**src/spd_pkg.sv**
```systemverilog
`timescale 1ns / 1ps

package spd_pkg;

  localparam int NODES_DEF       = 32;
  localparam int EDGES_DEF       = 256;
  localparam int WEIGHT_BITS_DEF = 16;

  localparam int FUNC_W   = 2;
  localparam int NODE_W   = 5;
  localparam int WIN_W    = 16;
  localparam int DIST_W   = 21;
  localparam int PATH_W   = 5;
  localparam int MAX_PATH = 32;
  localparam int CMP_W    = 7;

  localparam logic [DIST_W-1:0] DIST_SAT = 21'd2097151;

  localparam logic [FUNC_W-1:0] FUNC_CLEAR = 2'd0;
  localparam logic [FUNC_W-1:0] FUNC_ADD   = 2'd1;
  localparam logic [FUNC_W-1:0] FUNC_QUERY = 2'd2;

  typedef enum logic [3:0] {
    ST_IDLE,
    ST_INIT,
    ST_SCAN,
    ST_RLX_ADDR,
    ST_RLX_EDGE,
    ST_RLX_CMP,
    ST_WALK_RD,
    ST_WALK_WAIT,
    ST_EMIT
  } state_t;

endpackage

```
**src/spd_ctrl.sv**
```systemverilog
`timescale 1ns / 1ps

module spd_ctrl #(
  parameter int NODES       = spd_pkg::NODES_DEF,
  parameter int EDGES       = spd_pkg::EDGES_DEF,
  parameter int WEIGHT_BITS = spd_pkg::WEIGHT_BITS_DEF,
  localparam int NB = $clog2(NODES),
  localparam int EA = (EDGES > 1) ? $clog2(EDGES) : 1,
  localparam int DB = WEIGHT_BITS + NB,
  localparam int NW = 1 + NB + DB,
  localparam int EW = 2 * spd_pkg::NODE_W + WEIGHT_BITS
) (
  input  logic                          clk,
  input  logic                          rst_n,
  input  logic                          in_valid,
  output logic                          in_stall,
  input  logic [spd_pkg::FUNC_W-1:0]    in_func,
  input  logic [spd_pkg::NODE_W-1:0]    in_edge_from,
  input  logic [spd_pkg::NODE_W-1:0]    in_edge_to,
  input  logic [spd_pkg::WIN_W-1:0]     in_weight,
  input  logic [spd_pkg::NODE_W-1:0]    in_source,
  input  logic [spd_pkg::NODE_W-1:0]    in_target,
  output logic                          out_valid,
  input  logic                          out_stall,
  output logic                          out_reachable,
  output logic [spd_pkg::DIST_W-1:0]    out_distance,
  output logic [spd_pkg::PATH_W-1:0]    out_path_node,
  output logic [spd_pkg::PATH_W-1:0]    out_path_index,
  output logic                          out_last,
  output logic                          out_edges_dropped,
  output logic                          e_we,
  output logic [EA-1:0]                 e_waddr,
  output logic [EW-1:0]                 e_wdata,
  output logic [EA-1:0]                 e_raddr,
  input  logic [EW-1:0]                 e_rdata,
  output logic                          n_we,
  output logic [NB-1:0]                 n_waddr,
  output logic [NW-1:0]                 n_wdata,
  output logic [NB-1:0]                 n_raddr,
  input  logic [NW-1:0]                 n_rdata
);

  localparam int CB = $clog2(EDGES + 1);
  localparam int PB = spd_pkg::PATH_W;
  localparam int PC = PB + 1;
  localparam int CW = spd_pkg::CMP_W;
  localparam int NWD = spd_pkg::NODE_W;

  spd_pkg::state_t state_r, state_nxt;

  logic [CB-1:0]      edge_cnt_r, edge_cnt_nxt;
  logic               drop_r, drop_nxt;
  logic [NB-1:0]      src_r, src_nxt;
  logic [NB-1:0]      tgt_r, tgt_nxt;
  logic [NODES-1:0]   reached_r, reached_nxt;
  logic [NODES-1:0]   settled_r, settled_nxt;
  logic [NB:0]        scan_r, scan_nxt;
  logic               found_r, found_nxt;
  logic [NB-1:0]      best_r, best_nxt;
  logic [DB-1:0]      best_d_r, best_d_nxt;
  logic [NB-1:0]      u_r, u_nxt;
  logic [DB-1:0]      du_r, du_nxt;
  logic [CB-1:0]      e_r, e_nxt;
  logic [NB-1:0]      v_r, v_nxt;
  logic [WEIGHT_BITS-1:0] w_r, w_nxt;
  logic [NB-1:0]      n_r, n_nxt;
  logic               first_r, first_nxt;
  logic [DB-1:0]      tdist_r, tdist_nxt;
  logic [NB-1:0]      stack_r [spd_pkg::MAX_PATH];
  logic [NB-1:0]      stack_nxt [spd_pkg::MAX_PATH];
  logic [PC-1:0]      pcnt_r, pcnt_nxt;
  logic [PC-1:0]      k_r, k_nxt;
  logic               unreach_r, unreach_nxt;

  logic                       ov_r, ov_nxt;
  logic                       oreach_r, oreach_nxt;
  logic [spd_pkg::DIST_W-1:0] odist_r, odist_nxt;
  logic [PB-1:0]              onode_r, onode_nxt;
  logic [PB-1:0]              oidx_r, oidx_nxt;
  logic                       olast_r, olast_nxt;
  logic                       odrop_r, odrop_nxt;

  logic               accept;
  logic [NB-1:0]      prev_idx;
  logic               cand;
  logic               f_any;
  logic [NB-1:0]      f_idx;
  logic [DB-1:0]      f_d;
  logic [DB-1:0]      rd_dist;
  logic               rd_pv;
  logic [NB-1:0]      rd_pred;
  logic [NWD-1:0]     ed_src;
  logic [NWD-1:0]     ed_dst;
  logic [WEIGHT_BITS-1:0] ed_w;
  logic [DB-1:0]      nd;
  logic               last_edge;
  logic               out_free;
  logic [spd_pkg::DIST_W-1:0] dist_out;
  logic [PC-1:0]      k_pos;

  assign in_stall = (state_r != spd_pkg::ST_IDLE);
  assign accept   = in_valid && !in_stall;
  assign rd_dist  = n_rdata[DB-1:0];
  assign rd_pred  = n_rdata[NW-2:DB];
  assign rd_pv    = n_rdata[NW-1];
  assign ed_src   = e_rdata[EW-1 -: NWD];
  assign ed_dst   = e_rdata[EW-NWD-1 -: NWD];
  assign ed_w     = e_rdata[WEIGHT_BITS-1:0];
  assign nd       = du_r + DB'(w_r);
  assign last_edge = ((e_r + CB'(1)) == edge_cnt_r);
  assign out_free = !ov_r || !out_stall;
  assign prev_idx = NB'(scan_r - (NB+1)'(1));
  assign cand     = (scan_r != '0) && reached_r[prev_idx] && !settled_r[prev_idx] &&
                    (!found_r || (rd_dist < best_d_r));
  assign f_any    = found_r || cand;
  assign f_idx    = cand ? prev_idx : best_r;
  assign f_d      = cand ? rd_dist : best_d_r;
  assign k_pos    = pcnt_r - PC'(1) - k_r;

  always_comb begin
    if ((DB > spd_pkg::DIST_W) && (tdist_r > DB'(spd_pkg::DIST_SAT))) begin
      dist_out = spd_pkg::DIST_SAT;
    end else begin
      dist_out = spd_pkg::DIST_W'(tdist_r);
    end
  end

  always_ff @(posedge clk) begin
    if (!rst_n) begin
      state_r    <= spd_pkg::ST_IDLE;
      edge_cnt_r <= '0;
      drop_r     <= 1'b0;
      ov_r       <= 1'b0;
    end else begin
      state_r    <= state_nxt;
      edge_cnt_r <= edge_cnt_nxt;
      drop_r     <= drop_nxt;
      ov_r       <= ov_nxt;
    end
  end

  always_ff @(posedge clk) begin
    src_r     <= src_nxt;
    tgt_r     <= tgt_nxt;
    reached_r <= reached_nxt;
    settled_r <= settled_nxt;
    scan_r    <= scan_nxt;
    found_r   <= found_nxt;
    best_r    <= best_nxt;
    best_d_r  <= best_d_nxt;
    u_r       <= u_nxt;
    du_r      <= du_nxt;
    e_r       <= e_nxt;
    v_r       <= v_nxt;
    w_r       <= w_nxt;
    n_r       <= n_nxt;
    first_r   <= first_nxt;
    tdist_r   <= tdist_nxt;
    stack_r   <= stack_nxt;
    pcnt_r    <= pcnt_nxt;
    k_r       <= k_nxt;
    unreach_r <= unreach_nxt;
    oreach_r  <= oreach_nxt;
    odist_r   <= odist_nxt;
    onode_r   <= onode_nxt;
    oidx_r    <= oidx_nxt;
    olast_r   <= olast_nxt;
    odrop_r   <= odrop_nxt;
  end

  always_comb begin
    state_nxt    = state_r;
    edge_cnt_nxt = edge_cnt_r;
    drop_nxt     = drop_r;
    src_nxt      = src_r;
    tgt_nxt      = tgt_r;
    reached_nxt  = reached_r;
    settled_nxt  = settled_r;
    scan_nxt     = scan_r;
    found_nxt    = found_r;
    best_nxt     = best_r;
    best_d_nxt   = best_d_r;
    u_nxt        = u_r;
    du_nxt       = du_r;
    e_nxt        = e_r;
    v_nxt        = v_r;
    w_nxt        = w_r;
    n_nxt        = n_r;
    first_nxt    = first_r;
    tdist_nxt    = tdist_r;
    stack_nxt    = stack_r;
    pcnt_nxt     = pcnt_r;
    k_nxt        = k_r;
    unreach_nxt  = unreach_r;
    ov_nxt       = ov_r && out_stall;
    oreach_nxt   = oreach_r;
    odist_nxt    = odist_r;
    onode_nxt    = onode_r;
    oidx_nxt     = oidx_r;
    olast_nxt    = olast_r;
    odrop_nxt    = odrop_r;
    e_we         = 1'b0;
    e_waddr      = edge_cnt_r[EA-1:0];
    e_wdata      = {in_edge_from, in_edge_to, WEIGHT_BITS'(in_weight)};
    e_raddr      = e_r[EA-1:0];
    n_we         = 1'b0;
    n_waddr      = v_r;
    n_wdata      = {1'b1, u_r, nd};
    n_raddr      = n_r;

    unique case (state_r)
      spd_pkg::ST_IDLE: begin
        if (accept) begin
          unique case (in_func)
            spd_pkg::FUNC_CLEAR: begin
              edge_cnt_nxt = '0;
              drop_nxt     = 1'b0;
            end
            spd_pkg::FUNC_ADD: begin
              if (edge_cnt_r >= CB'(EDGES)) begin
                drop_nxt = 1'b1;
              end else begin
                e_we         = 1'b1;
                edge_cnt_nxt = edge_cnt_r + CB'(1);
              end
            end
            spd_pkg::FUNC_QUERY: begin
              src_nxt     = NB'(in_source);
              tgt_nxt     = NB'(in_target);
              unreach_nxt = 1'b0;
              k_nxt       = '0;
              if ((CW'(in_source) >= CW'(NODES)) || (CW'(in_target) >= CW'(NODES))) begin
                unreach_nxt = 1'b1;
                state_nxt   = spd_pkg::ST_EMIT;
              end else begin
                state_nxt = spd_pkg::ST_INIT;
              end
            end
            default: begin
            end
          endcase
        end
      end
      spd_pkg::ST_INIT: begin
        n_we        = 1'b1;
        n_waddr     = src_r;
        n_wdata     = '0;
        reached_nxt = '0;
        reached_nxt[src_r] = 1'b1;
        settled_nxt = '0;
        scan_nxt    = '0;
        found_nxt   = 1'b0;
        pcnt_nxt    = '0;
        first_nxt   = 1'b1;
        state_nxt   = spd_pkg::ST_SCAN;
      end
      spd_pkg::ST_SCAN: begin
        n_raddr    = scan_r[NB-1:0];
        found_nxt  = f_any;
        best_nxt   = f_idx;
        best_d_nxt = f_d;
        if (scan_r == (NB+1)'(NODES)) begin
          scan_nxt  = '0;
          found_nxt = 1'b0;
          if (f_any) begin
            settled_nxt[f_idx] = 1'b1;
            u_nxt  = f_idx;
            du_nxt = f_d;
            e_nxt  = '0;
            if (edge_cnt_r != '0) begin
              state_nxt = spd_pkg::ST_RLX_ADDR;
            end
          end else if (reached_r[tgt_r]) begin
            n_nxt     = tgt_r;
            state_nxt = spd_pkg::ST_WALK_RD;
          end else begin
            unreach_nxt = 1'b1;
            state_nxt   = spd_pkg::ST_EMIT;
          end
        end else begin
          scan_nxt = scan_r + (NB+1)'(1);
        end
      end
      spd_pkg::ST_RLX_ADDR: begin
        state_nxt = spd_pkg::ST_RLX_EDGE;
      end
      spd_pkg::ST_RLX_EDGE: begin
        v_nxt   = NB'(ed_dst);
        w_nxt   = ed_w;
        n_raddr = NB'(ed_dst);
        if ((CW'(ed_src) == CW'(u_r)) && (CW'(ed_dst) < CW'(NODES))) begin
          state_nxt = spd_pkg::ST_RLX_CMP;
        end else if (last_edge) begin
          state_nxt = spd_pkg::ST_SCAN;
        end else begin
          e_nxt     = e_r + CB'(1);
          state_nxt = spd_pkg::ST_RLX_ADDR;
        end
      end
      spd_pkg::ST_RLX_CMP: begin
        if (!reached_r[v_r] || (nd < rd_dist)) begin
          n_we             = 1'b1;
          reached_nxt[v_r] = 1'b1;
        end
        if (last_edge) begin
          state_nxt = spd_pkg::ST_SCAN;
        end else begin
          e_nxt     = e_r + CB'(1);
          state_nxt = spd_pkg::ST_RLX_ADDR;
        end
      end
      spd_pkg::ST_WALK_RD: begin
        state_nxt = spd_pkg::ST_WALK_WAIT;
      end
      spd_pkg::ST_WALK_WAIT: begin
        first_nxt = 1'b0;
        if (first_r) begin
          tdist_nxt = rd_dist;
        end
        stack_nxt[pcnt_r[PB-1:0]] = n_r;
        pcnt_nxt = pcnt_r + PC'(1);
        if (!rd_pv || ((pcnt_r + PC'(1)) >= PC'(spd_pkg::MAX_PATH))) begin
          state_nxt = spd_pkg::ST_EMIT;
        end else begin
          n_nxt     = rd_pred;
          state_nxt = spd_pkg::ST_WALK_RD;
        end
      end
      spd_pkg::ST_EMIT: begin
        if (out_free) begin
          ov_nxt    = 1'b1;
          odrop_nxt = drop_r;
          if (unreach_r) begin
            oreach_nxt = 1'b0;
            odist_nxt  = '0;
            onode_nxt  = '0;
            oidx_nxt   = '0;
            olast_nxt  = 1'b1;
            state_nxt  = spd_pkg::ST_IDLE;
          end else begin
            oreach_nxt = 1'b1;
            odist_nxt  = dist_out;
            onode_nxt  = PB'(stack_r[k_pos[PB-1:0]]);
            oidx_nxt   = k_r[PB-1:0];
            olast_nxt  = (k_pos == '0);
            k_nxt      = k_r + PC'(1);
            if (k_pos == '0) begin
              state_nxt = spd_pkg::ST_IDLE;
            end
          end
        end
      end
      default: begin
        state_nxt = spd_pkg::ST_IDLE;
      end
    endcase
  end

  assign out_valid         = ov_r;
  assign out_reachable     = oreach_r;
  assign out_distance      = odist_r;
  assign out_path_node     = onode_r;
  assign out_path_index    = oidx_r;
  assign out_last          = olast_r;
  assign out_edges_dropped = odrop_r;

  a_settled_reached: assert property (@(posedge clk) disable iff (!rst_n)
    (state_r == spd_pkg::ST_SCAN) |-> ((settled_r & ~reached_r) == '0))
    else $error("settled node not reached");

  a_source_reached: assert property (@(posedge clk) disable iff (!rst_n)
    (state_r == spd_pkg::ST_INIT) |=> reached_r[src_r])
    else $error("source not reached after init");

  a_edge_count: assert property (@(posedge clk) disable iff (!rst_n)
    edge_cnt_r <= CB'(EDGES))
    else $error("edge count over capacity");

  a_unreach_last: assert property (@(posedge clk) disable iff (!rst_n)
    (ov_r && !oreach_r) |-> olast_r)
    else $error("unreachable result not last");

  a_idle_after_last: assert property (@(posedge clk) disable iff (!rst_n)
    (state_r == spd_pkg::ST_EMIT && out_free && (unreach_r || k_pos == '0))
    |=> (state_r == spd_pkg::ST_IDLE))
    else $error("query did not finish after last result");

endmodule

```
**config.mk**
```make
export PLATFORM = sky130hd
export DESIGN_NAME = spd_ctrl
export DESIGN_NICKNAME = d
export VERILOG_FILES = /design/src/spd_pkg.sv /design/src/spd_ctrl.sv
export SDC_FILE = /design/constraint.sdc
export NUM_CORES = 1
export LEC_CHECK = 0
export ABC_AREA = 1
export BUFFER_PORTS_ARGS = -buffer_cell sky130_fd_sc_hd__buf_2
export CORE_MARGIN = 3
export CORE_UTILIZATION = 30
export CTS_BUF_LIST = sky130_fd_sc_hd__clkbuf_8
export DETAILED_ROUTE_END_ITERATION = 10
export GPL_TIMING_DRIVEN = 1
export PLACE_DENSITY_LB_ADDON = 0.1
export SYNTH_ARGS = -nofsm -noshare
export SYNTH_HDL_FRONTEND = slang
export SYNTH_SLANG_ARGS = --single-unit
```
**constraint.sdc**
```tcl
create_clock -name clk -period 13.04 [get_ports clk]
set_input_delay 2.608 -clock clk [delete_from_list [all_inputs] [get_ports clk]]
set_output_delay 2.608 -clock clk [all_outputs]
set_load 0.01 [all_outputs]
```
**Yosys cells after proc, flatten, opt, wreduce, memory -nomap -nowiden**

Cells that the tools add are included.

- $add $sub $neg: 9
- Reductions and logical operators: 48
- Mux-type cells: 83
- $lt $le $gt $ge: 15
- Bitwise operators: 4
- Eq/ne operators: 29

Operators with widths:

| cell | count |
|---|---|
| 160-bit bitwise mux | 1 |
| 32-bit one-hot mux with 2 select lines | 2 |
| 32-bit two-way mux | 3 |
| 32-bit OR | 2 |
| 5-bit two-way mux | 9 |
| 9-bit two-way mux | 5 |
| 21-bit less-than comparator | 2 |
| 4-bit two-way mux | 10 |
| 4-bit one-hot mux with 9 select lines | 1 |
| 6-bit one-hot mux with 2 select lines | 3 |
| 5-bit by 6-bit less-than comparator with 1-bit output (second input constant) | 5 |
| 6-bit two-way mux | 5 |
| 27-bit two-way mux | 1 |
| 9-bit one-hot mux with 3 select lines | 1 |
| 2-bit inequality test (second input constant) | 13 |
| 5-bit binary-select mux with 5-bit select | 1 |
| 5-bit demux with 5-bit select | 1 |
| 1-bit two-way mux | 23 |
| 21-bit by 16-bit adder with 21-bit output | 1 |
| 21-bit two-way mux | 1 |
| 1-bit binary-select mux with 5-bit select | 4 |
| 5-bit one-hot mux with 2 select lines | 2 |
| 6-bit by 1-bit adder with 6-bit output (second input constant) | 3 |
| 9-bit by 1-bit adder with 9-bit output (second input constant) | 2 |
| 39 further kinds | 87 |

- Word-level logic and storage cells: 249
- Output and inout bits: 117
- Register bits after elaboration: 412
- Input port bits: 95

**Depth between registers and ports, before layout**

- Word-level depth: 15
- Gate-level depth with buffers: 20
- Mapped depth without buffers: 20

**Worst setup path before layout**

Ideal clock, no wire load.

- Path type: input port to output port
- From: input port n_rdata[8]
- To: output port n_we
- Path buffers: 0
- Path slack: 6619 ps
- Cell stages on the path: 10
- Data arrival time: 3813 ps
- Required time: 10432 ps
- Path through: inv_1 > ha_1 > a21oi_1 > o21ai_0 > a21oi_1 > o21ai_0 > a21oi_1 > o21ai_0 > a21oi_1 > o21a_1

- Longest elaborated chain between the ends: 4

Ends and longest elaborated chain:

| item | line | text |
|---|---|---|
| from (decl) | spd_ctrl.sv:40 | `input logic [NW-1:0] n_rdata` |
| 21-bit less-than comparator | spd_ctrl.sv:301 | `if (!reached_r[v_r] \|\| (nd < rd_dist)) begin` |
| 1-bit logical OR | spd_ctrl.sv:301 |  |
| 1-bit two-way mux | spd_ctrl.sv:301 |  |
| 1-bit one-hot mux with 2 select lines | spd_ctrl.sv:211 | `unique case (state_r)` |
| to (decl) | spd_ctrl.sv:36 | `output logic n_we,` |

Every way passes these cells.

**Worst setup path after layout**

- From: register du_r[0]
- To: output port n_we

- Longest elaborated chain between the ends: 5

Ends and longest elaborated chain:

| item | line | text |
|---|---|---|
| from (decl) | spd_ctrl.sv:62 | `logic [DB-1:0] du_r, du_nxt;` |
| from (signal assigned) | spd_ctrl.sv:152 | `du_r <= du_nxt;` |
| 21-bit by 16-bit adder with 21-bit output | spd_ctrl.sv:109 | `assign nd = du_r + DB'(w_r);` |
| 21-bit less-than comparator | spd_ctrl.sv:301 |  |
| 1-bit logical OR | spd_ctrl.sv:301 |  |
| 1-bit two-way mux | spd_ctrl.sv:301 |  |
| 1-bit one-hot mux with 2 select lines | spd_ctrl.sv:211 |  |

Every way passes these cells.

==> run summary <==
Yosys warnings = 0
dominant cell type by area after synthesis = edfxtp_1
Routed WL = 61.9 mm
Post-Syn Instances = 2,082
DR DRC count = 0
Mapped Avg Cell Area = 9.99 µm²
CTS clk-pin slew, worst paths = 0.05 ns
GRT Residual Overflow = 0
wire per inst = 19.2 µm
CP bufs+invs = 3
Cell variety after synth = 50
Inst Count DP = 3,076
layout cell share with drive strength beyond 1 = 0.136
CTS tree = done
Crit path largest cell delay = 0.41 ns
RSZ-0062 raised after global routing = no
synthesized net count = 2,250
synth top area cells = edfxtp_1 57%, nor2_1 6.9%, nand2_1 4.3%
CP cell instances = ha_1 > inv_1 > fa_1 > inv_1 > a21oi_1 > o21ai_0 > a31oi_1 > o21ai_0 > xor2_1 > ha_1 > a21oi_1 > a21boi_0 > o21ai_0 > a21oi_1 > o21ai_0 > a21oi_1 > o21a_1 > buf_2
Final #Nets = 2,406
dpl hpwl = 42.8 mm
CTS sink cnt = 412
core area = 68,000 µm²
via/cell ratio = 4.76
first drt pass iteration count = 5
initial antenna violation count = 3
Worst-Skew Late Latency = 0.67 ns
max cap viols = 0
critical path fanouts, max = 3
Post-Synth Simple-Gate Area = 0.171
CP top delay family = compound AO/OA/AOI/OAI gates
Tot Pwr = 2.90 mW
Synth Register Bits = 412
CP endpoint kind = output port
skew final = 0.0309 ns
port bufs = 159
Worst-Margin Slew = 1.12 ns
arrival time worst endpoint = 5.05 ns
Synth Area in Adders = 0.0446
Max transition margin = 0.253
mapped cell area = 20,800 µm²
Post-Place Cell Area = 22,400 µm²
Slew Viols, Final = 0
CTS Buf Count = 81
Setup CP Type = flop to output port
post-synthesis compound-gate area fraction = 0.105
Total GRT Usage = 0.167
initial core utilization = 0.306
global-route wire length before repair = 93.7 mm
Vias = 15,347
Post-Synth XOR/XNOR Area = 0.0197
Fin Setup TNS = 0 ns
clock buffer depth = 3
Period minus WS final = 7.66 ns
I/O Pins = 212
area share of the largest cell type after synthesis = 0.573
Fmax = 0.131 GHz
status = complete, no violations
largest net degree at the start of global routing = 82
final cell count without fillers = 3,221
slowest CP cell = a21oi_1
post-route design area = 23,900 µm²
CTS H-tree depth = 3
largest family of logic cells by synthesized area = simple AND/OR/NAND/NOR gates
Setup crit start kind = flop
GPL Wtd Cong = 0.831
die height = 269 µm
WHS = 0.431 ns
final core occ = 0.351
Final Hold Fails = 0
mux cell area share after synthesis = 0.000481
Leak = 9.32 nW
Post-Place Setup Slack = 5.53 ns
PostCTS Resize Cnt = 0
fin worst setup slack = 5.38 ns
FP Rows = 95
vias in the first global route = 15,366
P&R area growth vs syn = 14.7%
Chip Width = 269 µm
clock root buffer = clkbuf_8
drt first-iter violations = 1,104
final-report setup violation count = 0
CTS Hold Bufs = 0
Hold WC Path Type = flop to flop
area of the die = 72,600 µm²
fillcell total = 7,050
Seq/Total Area, Yosys = 0.587
WP data required = 10.43 ns
peak supply drop = 62.6 µV
Setup Buffers After CTS = 0
Pwr Density = 121 nW/µm²
Routed Antenna Nets = 0
Tcrit/Tclk final = 0.587
==> path summary, 6_finish.rpt <==
| kind | startpoint | end | slack, ns | cells past startpoint |
|---|---|---|---|---|
| worst max register to register | du_r[0]$_DFFE_PP_ | reached_r[28]$_DFFE_PP_ | 7.96 | 18 |
| worst max-delay path | du_r[0]$_DFFE_PP_ | n_we | 5.38 | 18 |
| worst min register to register | drop_r$_SDFFE_PN0P_ | out_edges_dropped$_DFFE_PP_ | 0.43 | 0 |
| worst min-delay path | drop_r$_SDFFE_PN0P_ | out_edges_dropped$_DFFE_PP_ | 0.43 | 0 |
==> metal layers <==
layer | track usage | vias to the layer above | part of all wire
li1 | - | 7531 | -
met1 | 0.218 | 7329 | 0.45
met2 | 0.277 | 375 | 0.47
met3 | 0.0294 | 112 | 0.043
met4 | 0.0637 | 0 | 0.033
met5 | 0 | - | 0
==> kinds of logic (layout without fill, tap and decap cells) <==
group / count (synthesis) / count (layout)
mux: 1 / 1
flops: 412 / 412
compound gates: 366 / 366
simple gates: 835 / 835
xor+xnor: 46 / 46
other cells: 0 / 3
fa+ha+maj: 73 / 73
buf+inv: 349 / 564
==> power breakdown <==
part | leakage (nW) | internal (mW) | switching (mW)
logic | 4.73 | 0.0655 | 0.149
clock network | 0.849 | 0.631 | 0.581
registers | 3.74 | 1.46 | 0.0121
==> layout make-up <==
class / instances / area [µm²] / area share
timing repair buffer: 182 / 968 / 0.0406
sequential: 412 / 12200 / 0.512
antenna: 3 / 7.51 / 0.000315
clock buffer: 86 / 1180 / 0.0496
multi-input combinational: 1321 / 7120 / 0.299
tap: 921 / 1150 / 0.0483
inverter: 240 / 905 / 0.0379
clock inverter: 56 / 295 / 0.0124
==> layout by cell type, fill, tap and decap left out, types with 3 or more instances in the layout <==
master	instances
xor2_1	31
nand3b_1	23
clkbuf_8	86
buf_2	159
buf_4	23
inv_6	3
xnor2_1	13
o32ai_1	40
edfxtp_1	397
clkinv_1	17
dfxtp_1	15
clkinv_2	8
nor2_2	3
nand3_1	121
o211ai_1	27
nand2_1	240
nor2_1	379
and2_1	3
nor3_1	23
diode_2	3
nand3_2	4
nand4_1	22
nor3b_1	4
o22ai_1	35
o21a_1	5
nand2_2	4
ha_1	70
a31oi_1	4
a21oi_1	100
o21ai_0	134
inv_1	259
a211oi_1	6
==> cells in the mapped netlist, drive strengths merged <==
cell type,count
edfxtp,397
nor2,382
nand2,245
inv,238
o21ai,139
nand3,125
a21oi,102
ha,71
clkbuf,57
buf,51
o32ai,40
o22ai,35
xor2,32
o211ai,27
nor3,24
nand3b,23
nand4,23
dfxtp,15
xnor2,14
a211oi,6
o21a,5
a31oi,4
nor3b,4
and2,3
a21o,2
and3,2
clkinv,2
fa,2
nor4,2
o221ai,2
a2111oi,1
a21boi,1
a221oi,1
dlygate4sd1,1
mux2i,1
nor4b,1
o21bai,1
or2,1
==> registers in the layout, summed over array words and instances, names as in the netlist, 9 cells and up <==
name          flops
settled_r        32
stack_r         160
best_d_r         21
du_r             21
w_r              16
out_distance     21
e_r               9
dist_out         21
edge_cnt_r        9
reached_r        32
No activity file was read; power rests on OpenSTA's default activity.
